[src/rtl/modular_exponentiation_bytewise_macros.svh]
// assertion macros used by the rtl
`ifndef MODULAR_EXPONENTIATION_BYTEWISE_MACROS_SVH
`define MODULAR_EXPONENTIATION_BYTEWISE_MACROS_SVH

// same-cycle implication
`define MEXP_ASSERT_IMP(lbl, clk, rstn, ante, cons, msg) \
  lbl: assert property (@(posedge clk) disable iff (!rstn) (ante) |-> (cons)) else $error(msg);

// next-cycle implication
`define MEXP_ASSERT_NXT(lbl, clk, rstn, ante, cons, msg) \
  lbl: assert property (@(posedge clk) disable iff (!rstn) (ante) |=> (cons)) else $error(msg);

`endif

[src/rtl/mexp_pkg.sv]
package mexp_pkg;

  // width of the length registers
  localparam int unsigned LEN_W = 6;

  // request commands
  localparam logic [1:0] CMD_LOAD_MOD = 2'd0;
  localparam logic [1:0] CMD_LOAD_BASE = 2'd1;
  localparam logic [1:0] CMD_LOAD_EXP = 2'd2;
  localparam logic [1:0] CMD_START = 2'd3;

  // register indexes
  localparam logic [1:0] REG_MOD_LEN = 2'd0;
  localparam logic [1:0] REG_BASE_LEN = 2'd1;
  localparam logic [1:0] REG_EXP_LEN = 2'd2;

  typedef enum logic [3:0] {
    ST_IDLE,
    ST_COPY,
    ST_MM_BIT,
    ST_MM_DBL,
    ST_MM_ADD,
    ST_EXP,
    ST_EBIT,
    ST_SIG,
    ST_OUT
  } state_e;

  typedef enum logic [1:0] {
    OP_BRED,
    OP_SQR,
    OP_MUL
  } op_e;

  // controls from the sequencer to the serial datapath
  typedef struct packed {
    logic       m_shift;
    logic [7:0] m_byte;
    logic       pass_en;
    logic       pass_add;
    logic       pass_last;
    logic       r_clear;
    logic       r_one;
    logic       r_bred;
    logic       r_rot;
    logic       a_acc;
    logic       a_one;
    logic       a_bred;
    logic       b_save;
  } alu_ctrl_t;

endpackage

[src/rtl/mexp_serial_alu.sv]
module mexp_serial_alu #(
  parameter int unsigned MAX_BYTES = 32
) (
  input  logic                   clk_i,
  input  logic                   rst_ni,
  input  mexp_pkg::alu_ctrl_t    ctrl_i,
  output logic [7:0]             r_byte_o,
  output logic [8*MAX_BYTES-1:0] acc_o
);

  localparam int unsigned WB = 8 * (MAX_BYTES + 1);
  localparam int unsigned VB = 8 * MAX_BYTES;

  logic [WB-1:0] r_q, s_q, a_q, m_q;
  logic [VB-1:0] b_q;
  logic          c_q, bw_q;

  logic [7:0]    x_byte;
  logic [8:0]    t9, d9;
  logic [WB-1:0] r_sh, s_sh;

  // byte add of the addend (or of r itself when doubling), then trial subtract of the modulus
  assign x_byte = ctrl_i.pass_add ? a_q[7:0] : r_q[7:0];
  assign t9 = {1'b0, r_q[7:0]} + {1'b0, x_byte} + {8'd0, c_q};
  assign d9 = {1'b0, t9[7:0]} - {1'b0, m_q[7:0]} - {8'd0, bw_q};
  assign r_sh = {t9[7:0], r_q[WB-1:8]};
  assign s_sh = {d9[7:0], s_q[WB-1:8]};

  // carry and borrow of the running pass
  always_ff @(posedge clk_i or negedge rst_ni) begin
    if (!rst_ni) begin
      c_q  <= 1'b0;
      bw_q <= 1'b0;
    end else if (ctrl_i.pass_en) begin
      c_q  <= ctrl_i.pass_last ? 1'b0 : t9[8];
      bw_q <= ctrl_i.pass_last ? 1'b0 : d9[8];
    end
  end

  // byte shift lines
  always_ff @(posedge clk_i) begin
    if (ctrl_i.pass_en) begin
      r_q <= (ctrl_i.pass_last && !d9[8]) ? s_sh : r_sh;
      s_q <= s_sh;
      m_q <= {m_q[7:0], m_q[WB-1:8]};
      if (ctrl_i.pass_add) begin
        a_q <= {a_q[7:0], a_q[WB-1:8]};
      end
    end else begin
      if (ctrl_i.r_clear) begin
        r_q <= '0;
      end else if (ctrl_i.r_one) begin
        r_q <= WB'(1);
      end else if (ctrl_i.r_bred) begin
        r_q <= {8'd0, b_q};
      end else if (ctrl_i.r_rot) begin
        r_q <= {r_q[7:0], r_q[WB-1:8]};
      end
      if (ctrl_i.a_acc) begin
        a_q <= {8'd0, r_q[VB-1:0]};
      end else if (ctrl_i.a_one) begin
        a_q <= WB'(1);
      end else if (ctrl_i.a_bred) begin
        a_q <= {8'd0, b_q};
      end
      if (ctrl_i.m_shift) begin
        m_q <= {ctrl_i.m_byte, m_q[WB-1:8]};
      end
    end
    if (ctrl_i.b_save) begin
      b_q <= r_q[VB-1:0];
    end
  end

  assign r_byte_o = r_q[7:0];
  assign acc_o    = r_q[VB-1:0];

endmodule

[src/rtl/modular_exponentiation_bytewise.sv]
// channel   | dir | payload
// s_axis    | in  | tdata: digit_index, digit_value; tuser: cmd
// m_axis    | out | tdata: result_index, result_byte, result_length; tlast: last
// apb       | in  | length registers at 0x0, 0x4, 0x8
// a load request is written straight into its operand store; a start first copies the operands
// each product bit is one step state plus one or two byte-serial passes over MAX_BYTES+1 bytes
// base reduction runs 8*base_length bits, each square or multiply 8*modulus_length bits
// each exponent bit passes ST_EXP and ST_EBIT; squares begin after the first set bit, later set bits
// add a multiply; a length scan over the result bytes, then one result byte per accepted cycle
// no request is taken until the last byte; reset is asynchronous, active low, lengths at 32
`include "modular_exponentiation_bytewise_macros.svh"

module modular_exponentiation_bytewise #(
  parameter int unsigned MAX_BYTES = 32
) (
  input  logic        clk_i,
  input  logic        rst_ni,
  input  logic        s_axis_tvalid_i,
  output logic        s_axis_tready_o,
  input  logic [15:0] s_axis_tdata_i,  // [4:0] digit_index, [12:5] digit_value
  input  logic [1:0]  s_axis_tuser_i,  // [1:0] cmd
  output logic        m_axis_tvalid_o,
  input  logic        m_axis_tready_i,
  output logic [23:0] m_axis_tdata_o,  // [4:0] result_index, [12:5] result_byte,
                                       // [18:13] result_length
  output logic        m_axis_tlast_o,
  input  logic        psel,
  input  logic        penable,
  input  logic        pwrite,
  input  logic [3:0]  paddr,
  input  logic [31:0] pwdata,
  output logic [31:0] prdata,
  output logic        pready
);

  localparam int unsigned VB   = 8 * MAX_BYTES;
  localparam int unsigned AW   = $clog2(MAX_BYTES);
  localparam int unsigned IDXW = $clog2(MAX_BYTES + 1);
  localparam int unsigned BITW = $clog2(8 * MAX_BYTES + 1);
  localparam int unsigned QIW  = $clog2(8 * MAX_BYTES);

  mexp_pkg::state_e state_q, state_d;
  mexp_pkg::op_e    op_q, op_d;
  mexp_pkg::alu_ctrl_t ctrl;

  logic [mexp_pkg::LEN_W-1:0] mod_len_q, base_len_q, exp_len_q;
  logic [IDXW-1:0] cnt_q, cnt_d, sig_q, sig_d, ln, lb, le;
  logic [BITW-1:0] bcnt_q, bcnt_d, ecnt_q, ecnt_d, eidx;
  logic            started_q, started_d, nz_q, nz_d;
  logic [VB-1:0]   q_q, q_d;
  logic [7:0]      mod_store [MAX_BYTES];
  logic [7:0]      base_store [MAX_BYTES];
  logic [7:0]      exp_store [MAX_BYTES];
  logic [7:0]      r_byte, byte_m, byte_b, e_byte;
  logic [VB-1:0]   acc;
  logic            in_acc, cfg_wr, q_bit, e_bit, start_go, cnt_end;
  logic [4:0]      in_idx;
  logic [7:0]      in_val;

  assign in_idx = s_axis_tdata_i[4:0];
  assign in_val = s_axis_tdata_i[12:5];
  assign in_acc = s_axis_tvalid_i && s_axis_tready_o;
  assign start_go = in_acc && (s_axis_tuser_i == mexp_pkg::CMD_START) && (ln != '0);

  // clamped lengths
  assign ln = (32'(mod_len_q) > MAX_BYTES) ? IDXW'(MAX_BYTES) : IDXW'(mod_len_q);
  assign lb = (32'(base_len_q) > MAX_BYTES) ? IDXW'(MAX_BYTES) : IDXW'(base_len_q);
  assign le = (32'(exp_len_q) > MAX_BYTES) ? IDXW'(MAX_BYTES) : IDXW'(exp_len_q);

  // configuration port
  assign pready = 1'b1;
  assign cfg_wr = psel && penable && pwrite && pready;

  always_comb begin
    prdata = '0;
    unique case (paddr[3:2])
      mexp_pkg::REG_MOD_LEN:  prdata = {26'd0, mod_len_q};
      mexp_pkg::REG_BASE_LEN: prdata = {26'd0, base_len_q};
      mexp_pkg::REG_EXP_LEN:  prdata = {26'd0, exp_len_q};
      default:                prdata = '0;
    endcase
  end

  always_ff @(posedge clk_i or negedge rst_ni) begin
    if (!rst_ni) begin
      mod_len_q  <= mexp_pkg::LEN_W'(32);
      base_len_q <= mexp_pkg::LEN_W'(32);
      exp_len_q  <= mexp_pkg::LEN_W'(32);
    end else if (cfg_wr) begin
      unique case (paddr[3:2])
        mexp_pkg::REG_MOD_LEN:  mod_len_q <= pwdata[mexp_pkg::LEN_W-1:0];
        mexp_pkg::REG_BASE_LEN: base_len_q <= pwdata[mexp_pkg::LEN_W-1:0];
        mexp_pkg::REG_EXP_LEN:  exp_len_q <= pwdata[mexp_pkg::LEN_W-1:0];
        default: ;
      endcase
    end
  end

  // operand stores
  always_ff @(posedge clk_i) begin
    if (in_acc && (32'(in_idx) < MAX_BYTES)) begin
      case (s_axis_tuser_i)
        mexp_pkg::CMD_LOAD_MOD:  mod_store[AW'(in_idx)] <= in_val;
        mexp_pkg::CMD_LOAD_BASE: base_store[AW'(in_idx)] <= in_val;
        mexp_pkg::CMD_LOAD_EXP:  exp_store[AW'(in_idx)] <= in_val;
        default: ;
      endcase
    end
  end

  // sweep reads and bit picks
  assign byte_m = (cnt_q < ln) ? mod_store[AW'(cnt_q)] : 8'd0;
  assign byte_b = (cnt_q < lb) ? base_store[AW'(cnt_q)] : 8'd0;
  assign eidx   = ecnt_q - 1'b1;
  assign e_byte = exp_store[AW'(eidx >> 3)];
  assign e_bit  = e_byte[eidx[2:0]];
  assign q_bit  = q_q[QIW'(bcnt_q - 1'b1)];
  assign cnt_end = (cnt_q == IDXW'(MAX_BYTES));

  mexp_serial_alu #(
    .MAX_BYTES(MAX_BYTES)
  ) u_alu (
    .clk_i   (clk_i),
    .rst_ni  (rst_ni),
    .ctrl_i  (ctrl),
    .r_byte_o(r_byte),
    .acc_o   (acc)
  );

  // sequencer
  always_comb begin
    state_d   = state_q;
    op_d      = op_q;
    cnt_d     = cnt_q;
    sig_d     = sig_q;
    bcnt_d    = bcnt_q;
    ecnt_d    = ecnt_q;
    started_d = started_q;
    nz_d      = nz_q;
    q_d       = q_q;
    ctrl      = '0;
    s_axis_tready_o = 1'b0;
    m_axis_tvalid_o = 1'b0;
    unique case (state_q)
      mexp_pkg::ST_IDLE: begin
        s_axis_tready_o = 1'b1;
        if (start_go) begin
          cnt_d     = '0;
          nz_d      = 1'b0;
          started_d = 1'b0;
          state_d   = mexp_pkg::ST_COPY;
        end
      end
      mexp_pkg::ST_COPY: begin
        ctrl.m_shift = 1'b1;
        ctrl.m_byte  = byte_m;
        nz_d = nz_q || (byte_m != 8'd0);
        if (!cnt_end) begin
          q_d = {byte_b, q_q[VB-1:8]};
        end
        cnt_d = cnt_q + 1'b1;
        if (cnt_end) begin
          cnt_d  = '0;
          ecnt_d = BITW'({le, 3'b000});
          if (nz_q) begin
            op_d   = mexp_pkg::OP_BRED;
            bcnt_d = BITW'({lb, 3'b000});
            ctrl.a_one   = 1'b1;
            ctrl.r_clear = 1'b1;
            state_d = mexp_pkg::ST_MM_BIT;
          end else begin
            ctrl.r_one = 1'b1;
            state_d = mexp_pkg::ST_EXP;
          end
        end
      end
      mexp_pkg::ST_MM_BIT: begin
        cnt_d = '0;
        if (bcnt_q == '0) begin
          unique case (op_q)
            mexp_pkg::OP_BRED: begin
              ctrl.b_save = 1'b1;
              ctrl.r_one  = 1'b1;
              state_d = mexp_pkg::ST_EXP;
            end
            mexp_pkg::OP_SQR: state_d = mexp_pkg::ST_EBIT;
            default: begin
              ecnt_d  = ecnt_q - 1'b1;
              state_d = mexp_pkg::ST_EXP;
            end
          endcase
        end else begin
          state_d = mexp_pkg::ST_MM_DBL;
        end
      end
      mexp_pkg::ST_MM_DBL, mexp_pkg::ST_MM_ADD: begin
        ctrl.pass_en   = 1'b1;
        ctrl.pass_add  = (state_q == mexp_pkg::ST_MM_ADD);
        ctrl.pass_last = cnt_end;
        cnt_d = cnt_q + 1'b1;
        if (cnt_end) begin
          cnt_d = '0;
          if ((state_q == mexp_pkg::ST_MM_DBL) && q_bit) begin
            state_d = mexp_pkg::ST_MM_ADD;
          end else begin
            bcnt_d  = bcnt_q - 1'b1;
            state_d = mexp_pkg::ST_MM_BIT;
          end
        end
      end
      mexp_pkg::ST_EXP: begin
        if (ecnt_q == '0) begin
          cnt_d   = '0;
          sig_d   = '0;
          state_d = mexp_pkg::ST_SIG;
        end else if (started_q && nz_q) begin
          // square the accumulator
          op_d   = mexp_pkg::OP_SQR;
          bcnt_d = BITW'({ln, 3'b000});
          q_d    = acc;
          ctrl.a_acc   = 1'b1;
          ctrl.r_clear = 1'b1;
          state_d = mexp_pkg::ST_MM_BIT;
        end else begin
          state_d = mexp_pkg::ST_EBIT;
        end
      end
      mexp_pkg::ST_EBIT: begin
        ecnt_d  = ecnt_q - 1'b1;
        state_d = mexp_pkg::ST_EXP;
        if (e_bit) begin
          started_d = 1'b1;
          if (!nz_q) begin
            ctrl.r_clear = 1'b1;
          end else if (!started_q) begin
            ctrl.r_bred = 1'b1;
          end else begin
            // multiply by the reduced base
            ecnt_d = ecnt_q;
            op_d   = mexp_pkg::OP_MUL;
            bcnt_d = BITW'({ln, 3'b000});
            q_d    = acc;
            ctrl.a_bred  = 1'b1;
            ctrl.r_clear = 1'b1;
            state_d = mexp_pkg::ST_MM_BIT;
          end
        end
      end
      mexp_pkg::ST_SIG: begin
        ctrl.r_rot = 1'b1;
        if ((cnt_q < ln) && (r_byte != 8'd0)) begin
          sig_d = cnt_q + 1'b1;
        end
        cnt_d = cnt_q + 1'b1;
        if (cnt_end) begin
          cnt_d   = '0;
          state_d = mexp_pkg::ST_OUT;
        end
      end
      mexp_pkg::ST_OUT: begin
        m_axis_tvalid_o = 1'b1;
        if (m_axis_tready_i) begin
          ctrl.r_rot = 1'b1;
          cnt_d = cnt_q + 1'b1;
          if (m_axis_tlast_o) begin
            state_d = mexp_pkg::ST_IDLE;
          end
        end
      end
      default: state_d = mexp_pkg::ST_IDLE;
    endcase
  end

  always_ff @(posedge clk_i or negedge rst_ni) begin
    if (!rst_ni) begin
      state_q   <= mexp_pkg::ST_IDLE;
      op_q      <= mexp_pkg::OP_BRED;
      cnt_q     <= '0;
      sig_q     <= '0;
      bcnt_q    <= '0;
      ecnt_q    <= '0;
      started_q <= 1'b0;
      nz_q      <= 1'b0;
    end else begin
      state_q   <= state_d;
      op_q      <= op_d;
      cnt_q     <= cnt_d;
      sig_q     <= sig_d;
      bcnt_q    <= bcnt_d;
      ecnt_q    <= ecnt_d;
      started_q <= started_d;
      nz_q      <= nz_d;
    end
  end

  // multiplier bits
  always_ff @(posedge clk_i) begin
    q_q <= q_d;
  end

  // result request
  assign m_axis_tlast_o = (cnt_q == (ln - 1'b1));
  assign m_axis_tdata_o = {5'd0, 6'(sig_q), r_byte, 5'(cnt_q)};

  `MEXP_ASSERT_IMP(a_one_side, clk_i, rst_ni, s_axis_tready_o, !m_axis_tvalid_o, "both sides open")
  `MEXP_ASSERT_NXT(a_start_busy, clk_i, rst_ni, start_go, !s_axis_tready_o, "start not taken")
  `MEXP_ASSERT_IMP(a_pass_cnt, clk_i, rst_ni, (state_q == mexp_pkg::ST_MM_DBL) || (state_q == mexp_pkg::ST_MM_ADD) || (state_q == mexp_pkg::ST_SIG), cnt_q <= IDXW'(MAX_BYTES), "pass count overrun")
  `MEXP_ASSERT_NXT(a_last_idle, clk_i, rst_ni, m_axis_tvalid_o && m_axis_tready_i && m_axis_tlast_o, s_axis_tready_o, "no return to idle")

endmodule

[config.mk]
export PLATFORM = sky130hd
export DESIGN_NAME = modular_exponentiation_bytewise
export DESIGN_NICKNAME = d
export VERILOG_FILES = /design/src/rtl/mexp_pkg.sv /design/src/rtl/mexp_serial_alu.sv /design/src/rtl/modular_exponentiation_bytewise.sv
export VERILOG_INCLUDE_DIRS = /design/src /design/src/rtl
export SDC_FILE = /design/constraint.sdc
export NUM_CORES = 2
export LEC_CHECK = 0
export BUFFER_PORTS_ARGS = -buffer_cell sky130_fd_sc_hd__buf_2
export CORE_AREA = 2 2 375 377
export CTS_BUF_LIST = sky130_fd_sc_hd__clkbuf_4
export DETAILED_ROUTE_END_ITERATION = 12
export DIE_AREA = 0 0 377 379
export HOLD_SLACK_MARGIN = 0.06
export PLACE_DENSITY = 0.87
export SLEW_MARGIN = 20
export SYNTH_ARGS = -nofsm -noshare
export SYNTH_HDL_FRONTEND = slang
export SYNTH_SLANG_ARGS = --single-unit
export TNS_END_PERCENT = 20
[constraint.sdc]
create_clock -name clk_i -period 66.9 [get_ports clk_i]
set_input_delay 0 -clock clk_i [delete_from_list [all_inputs] [get_ports clk_i]]
set_output_delay 0 -clock clk_i [all_outputs]
set_load 0.01 [all_outputs]
==> metrics.txt <==
status finished clean; pwr dens 55.9 mW/mm^2; H-tree levels 6; initial antenna violation count 8; worst hold stages 4; most frequent cells in the layout edfxtp_1, clkbuf_4, nand2_1, o21ai_0, a22oi_1; Die W 377 um; critical path data required time 68.03 ns; crit path DAT 9.72 ns; worst r2r src state_q[2]$_DFFE_PN0P_; Worst Hold Class in -> reg; Max FO, Critical Path 80; Routed WL 244000 um; Post-CTS Resized 0; initial DRC count 9657; Cell Chain, Critical Path nand2b_1 > nor3_1 > buf_4 > mux2_2 > fa_1 > fa_1 > a21o_1 > a21oi_1 > o21bai_1 > a21oi_1 > xnor2_1 > ha_1 > inv_1 > ha_1 > inv_1 > o21bai_1 > a21oi_1 > xnor2_1 > and3_4 > buf_4 > buf_4 > a22oi_1 > o21ai_2; actual slew at the worst max-slew pin 1.25 ns; gr ovfl total 0; sequential fraction of the synthesis area 74.0%; IO Pins 121; hold_sp pwdata[0]; CTS Hold Bufs 73; cell with the largest stage delay on the worst path buf_4; fmax 116 MHz; placed inst area 0.0979 mm^2; CTS tree done; drt first pass iters 9; Post-Route Skew 0.110 ns; cell family with most CP delay buffers and inverters; Critical Path Start Type flip-flop; most common cell after layout, fill and taps aside edfxtp_1; Max Cap Violations 0; cell taking the most area after synthesis edfxtp_1; CTS Buffer Depth 4; Setup-failing EPs final 0; Synth async-reset ratio 2.43%; Main synth FF type edfxtp_1; hpwl dp 133000 um; Post-Layout Cell Count 8587; Avg Cell Area, Syn 16.1 um^2; die area 0.143 mm^2; Slew HR 16.4%; top-area cell type share of the netlist area 72.5%; critical path class reg -> reg; first-pass GRT wire length 365000 um; DRC Markers 0; crit path time final 8.60 ns; vias in the first global route 60100; setup_tns 0 ns; routed vias 59300; Routed Antenna Nets 0; count of cell types in the netlist 76; Worst VDD drop 0.0949 mV; core area 0.139 mm^2; fin area 0.106 mm^2; Finished Core Util 76.1%; synth warn 0; final hold viol count 0; placed insts 7544; clock latency on the worst-skew pair 1.37 ns; Area Growth Syn to Fin 9.53%; Setup Buffers After CTS 0; CTS Buf Count 582; post-synthesis cell area 0.0965 mm^2; max incr delay on CP 0.96 ns; P_leak 35.8 nW; routed len/inst 28.4 um; clock slew at reported path FFs 0.06 ns; clock root cell clkbuf_4; Synth area leaders edfxtp_1, mux4_2, a22oi_1, o21ai_0, nand2_1; setup slack on the worst flop-to-flop path 58.30 ns; largest net degree at the start of global routing 200; hold worst-path end exp_len_q[0]$_DFFE_PN0P_; register bit total from synthesis 2386; path depth of the worst reg2reg path 23; Initial Util 69.5%; fill cell count 7252; Worst path depth 23; Mapped Cells 5998; # rows 137; Slew Limit Fails 0; EDFF count, synth 2328; clk sinks 2386; Final nets 6495; Die H 379 um; # port buffers 57; unrepaired setup endpoints after global routing no; Buf/Inv on CP 5; Final Cycle Share 12.9%; Vias/cell 6.90; GP Congestion 0.852; Crit. End Element flip-flop; end of the worst register-to-register path u_alu.r_q[111]$_DFFE_PP_; gr usage total 34.3%; layout cells sized above 1 21.9%
## cell families (layout without fill, tap and decap cells)
group	after synthesis	after routing	share of synthesized area [%]
buffers and inverters	721	1463	3.26
flip-flops	2386	2386	74.0
multiplexers	381	381	7.78
adder cells (fa/ha/maj)	40	40	0.550
XOR/XNOR	35	35	0.318
AND/OR/NAND/NOR	950	950	4.06
AO/OA/AOI/OAI	1483	1483	10.0
other	2	42	0.00779
## layer usage
layer  vias to the layer above  track usage [%]  part of all wire (%)
li1                      24400                -                     -
met1                     28900             43.1                    33
met2                      5094             56.1                    50
met3                       914             7.37                    11
met4                         4             19.4                   5.8
met5                         -                0                 0.014
## worst min-delay path, stage by stage
cell and delay (ns):
dlygate4sd3_1 0.52, buf_2 0.10, dlygate4sd3_1 0.60, mux2_2 0.16
## area by class of cell
cell class              count  area [um^2]  area share, %
flip-flops and latches   2386        71400           67.6
diodes                     10         25.0         0.0237
inverters                 298         1130           1.07
clock buffers             830         6230           5.90
clock inverters           130          673          0.637
repair buffers            205         1710           1.62
multi-input cells        2921        22200           21.1
well taps                1807         2260           2.14
## power breakdown
| part | switching (mW) | total (mW) | internal [mW] |
|---|---|---|---|
| Sequential | 0.294 | 2.79 | 2.49 |
| Clock | 0.583 | 1.17 | 0.591 |
| Combinational | 1.33 | 1.95 | 0.614 |
| Total | 2.21 | 5.91 | 3.70 |
## worst max path at each step
| stage | slack, ns | startpoint | end |
|---|---|---|---|
| 3_5_place_dp | 58.57 | state_q[3]$_DFFE_PN0P_ | u_alu.r_q[104]$_DFFE_PP_ |
| 5_1_grt | 58.03 | state_q[3]$_DFFE_PN0P_ | u_alu.r_q[128]$_DFFE_PP_ |
| 2_1_floorplan | 38.15 | bcnt_q[0]$_DFFE_PN0P_ | u_alu.r_q[0]$_DFFE_PP_ |
| 3_3_place_gp | 58.68 | state_q[3]$_DFFE_PN0P_ | u_alu.r_q[104]$_DFFE_PP_ |
| 6_report | 58.30 | state_q[2]$_DFFE_PN0P_ | u_alu.r_q[111]$_DFFE_PP_ |
| 4_1_cts | 58.52 | state_q[3]$_DFFE_PN0P_ | u_alu.r_q[110]$_DFFE_PP_ |
## stage by stage
stage	setup slack (ns)	total power, mW	hold slack, ns
after floorplan	38.15	4.30	-0.296
after CTS	58.52	5.85	0.0654
after global routing	58.03	6.14	0.128
after global placement	58.68	4.57	0.211
after detailed placement	58.57	4.67	0.215
final	58.30	5.91	0.122
## synthesized netlist by cell type (19+ instances only)
library cell  number
buf_2             40
nand3_1           40
dfrtp_1           55
a22oi_1          505
mux4_2           292
clkbuf_1         270
nor2_1           157
nor3_1            21
xnor2_1           24
mux2i_1           56
ha_1              36
o21ai_2          121
edfxtp_1        2328
a221oi_1          19
nand2_1          641
a21oi_1           44
mux2_2            33
inv_1            296
o21ai_0          530
buf_1             39
buf_4             45
o21ai_1          132
buf_6             29
## flip-flops by register name (all words and copies together), names as in the netlist
name / cells
mod_store: 256
bcnt_q: 9
nz_q: 1
base_len_q: 6
u_alu.a_q: 264
q_q: 256
u_alu.r_q: 264
cnt_q: 6
u_alu.b_q: 256
base_store: 256
ecnt_q: 9
u_alu.s_q: 256
mod_len_q: 6
u_alu.bw_q: 1
u_alu.m_q: 264
state_q: 4
sig_q: 6
exp_len_q: 6
op_q: 2
exp_store: 256
started_q: 1
u_alu.c_q: 1
Note: power is estimated with default switching activity, not from simulation.
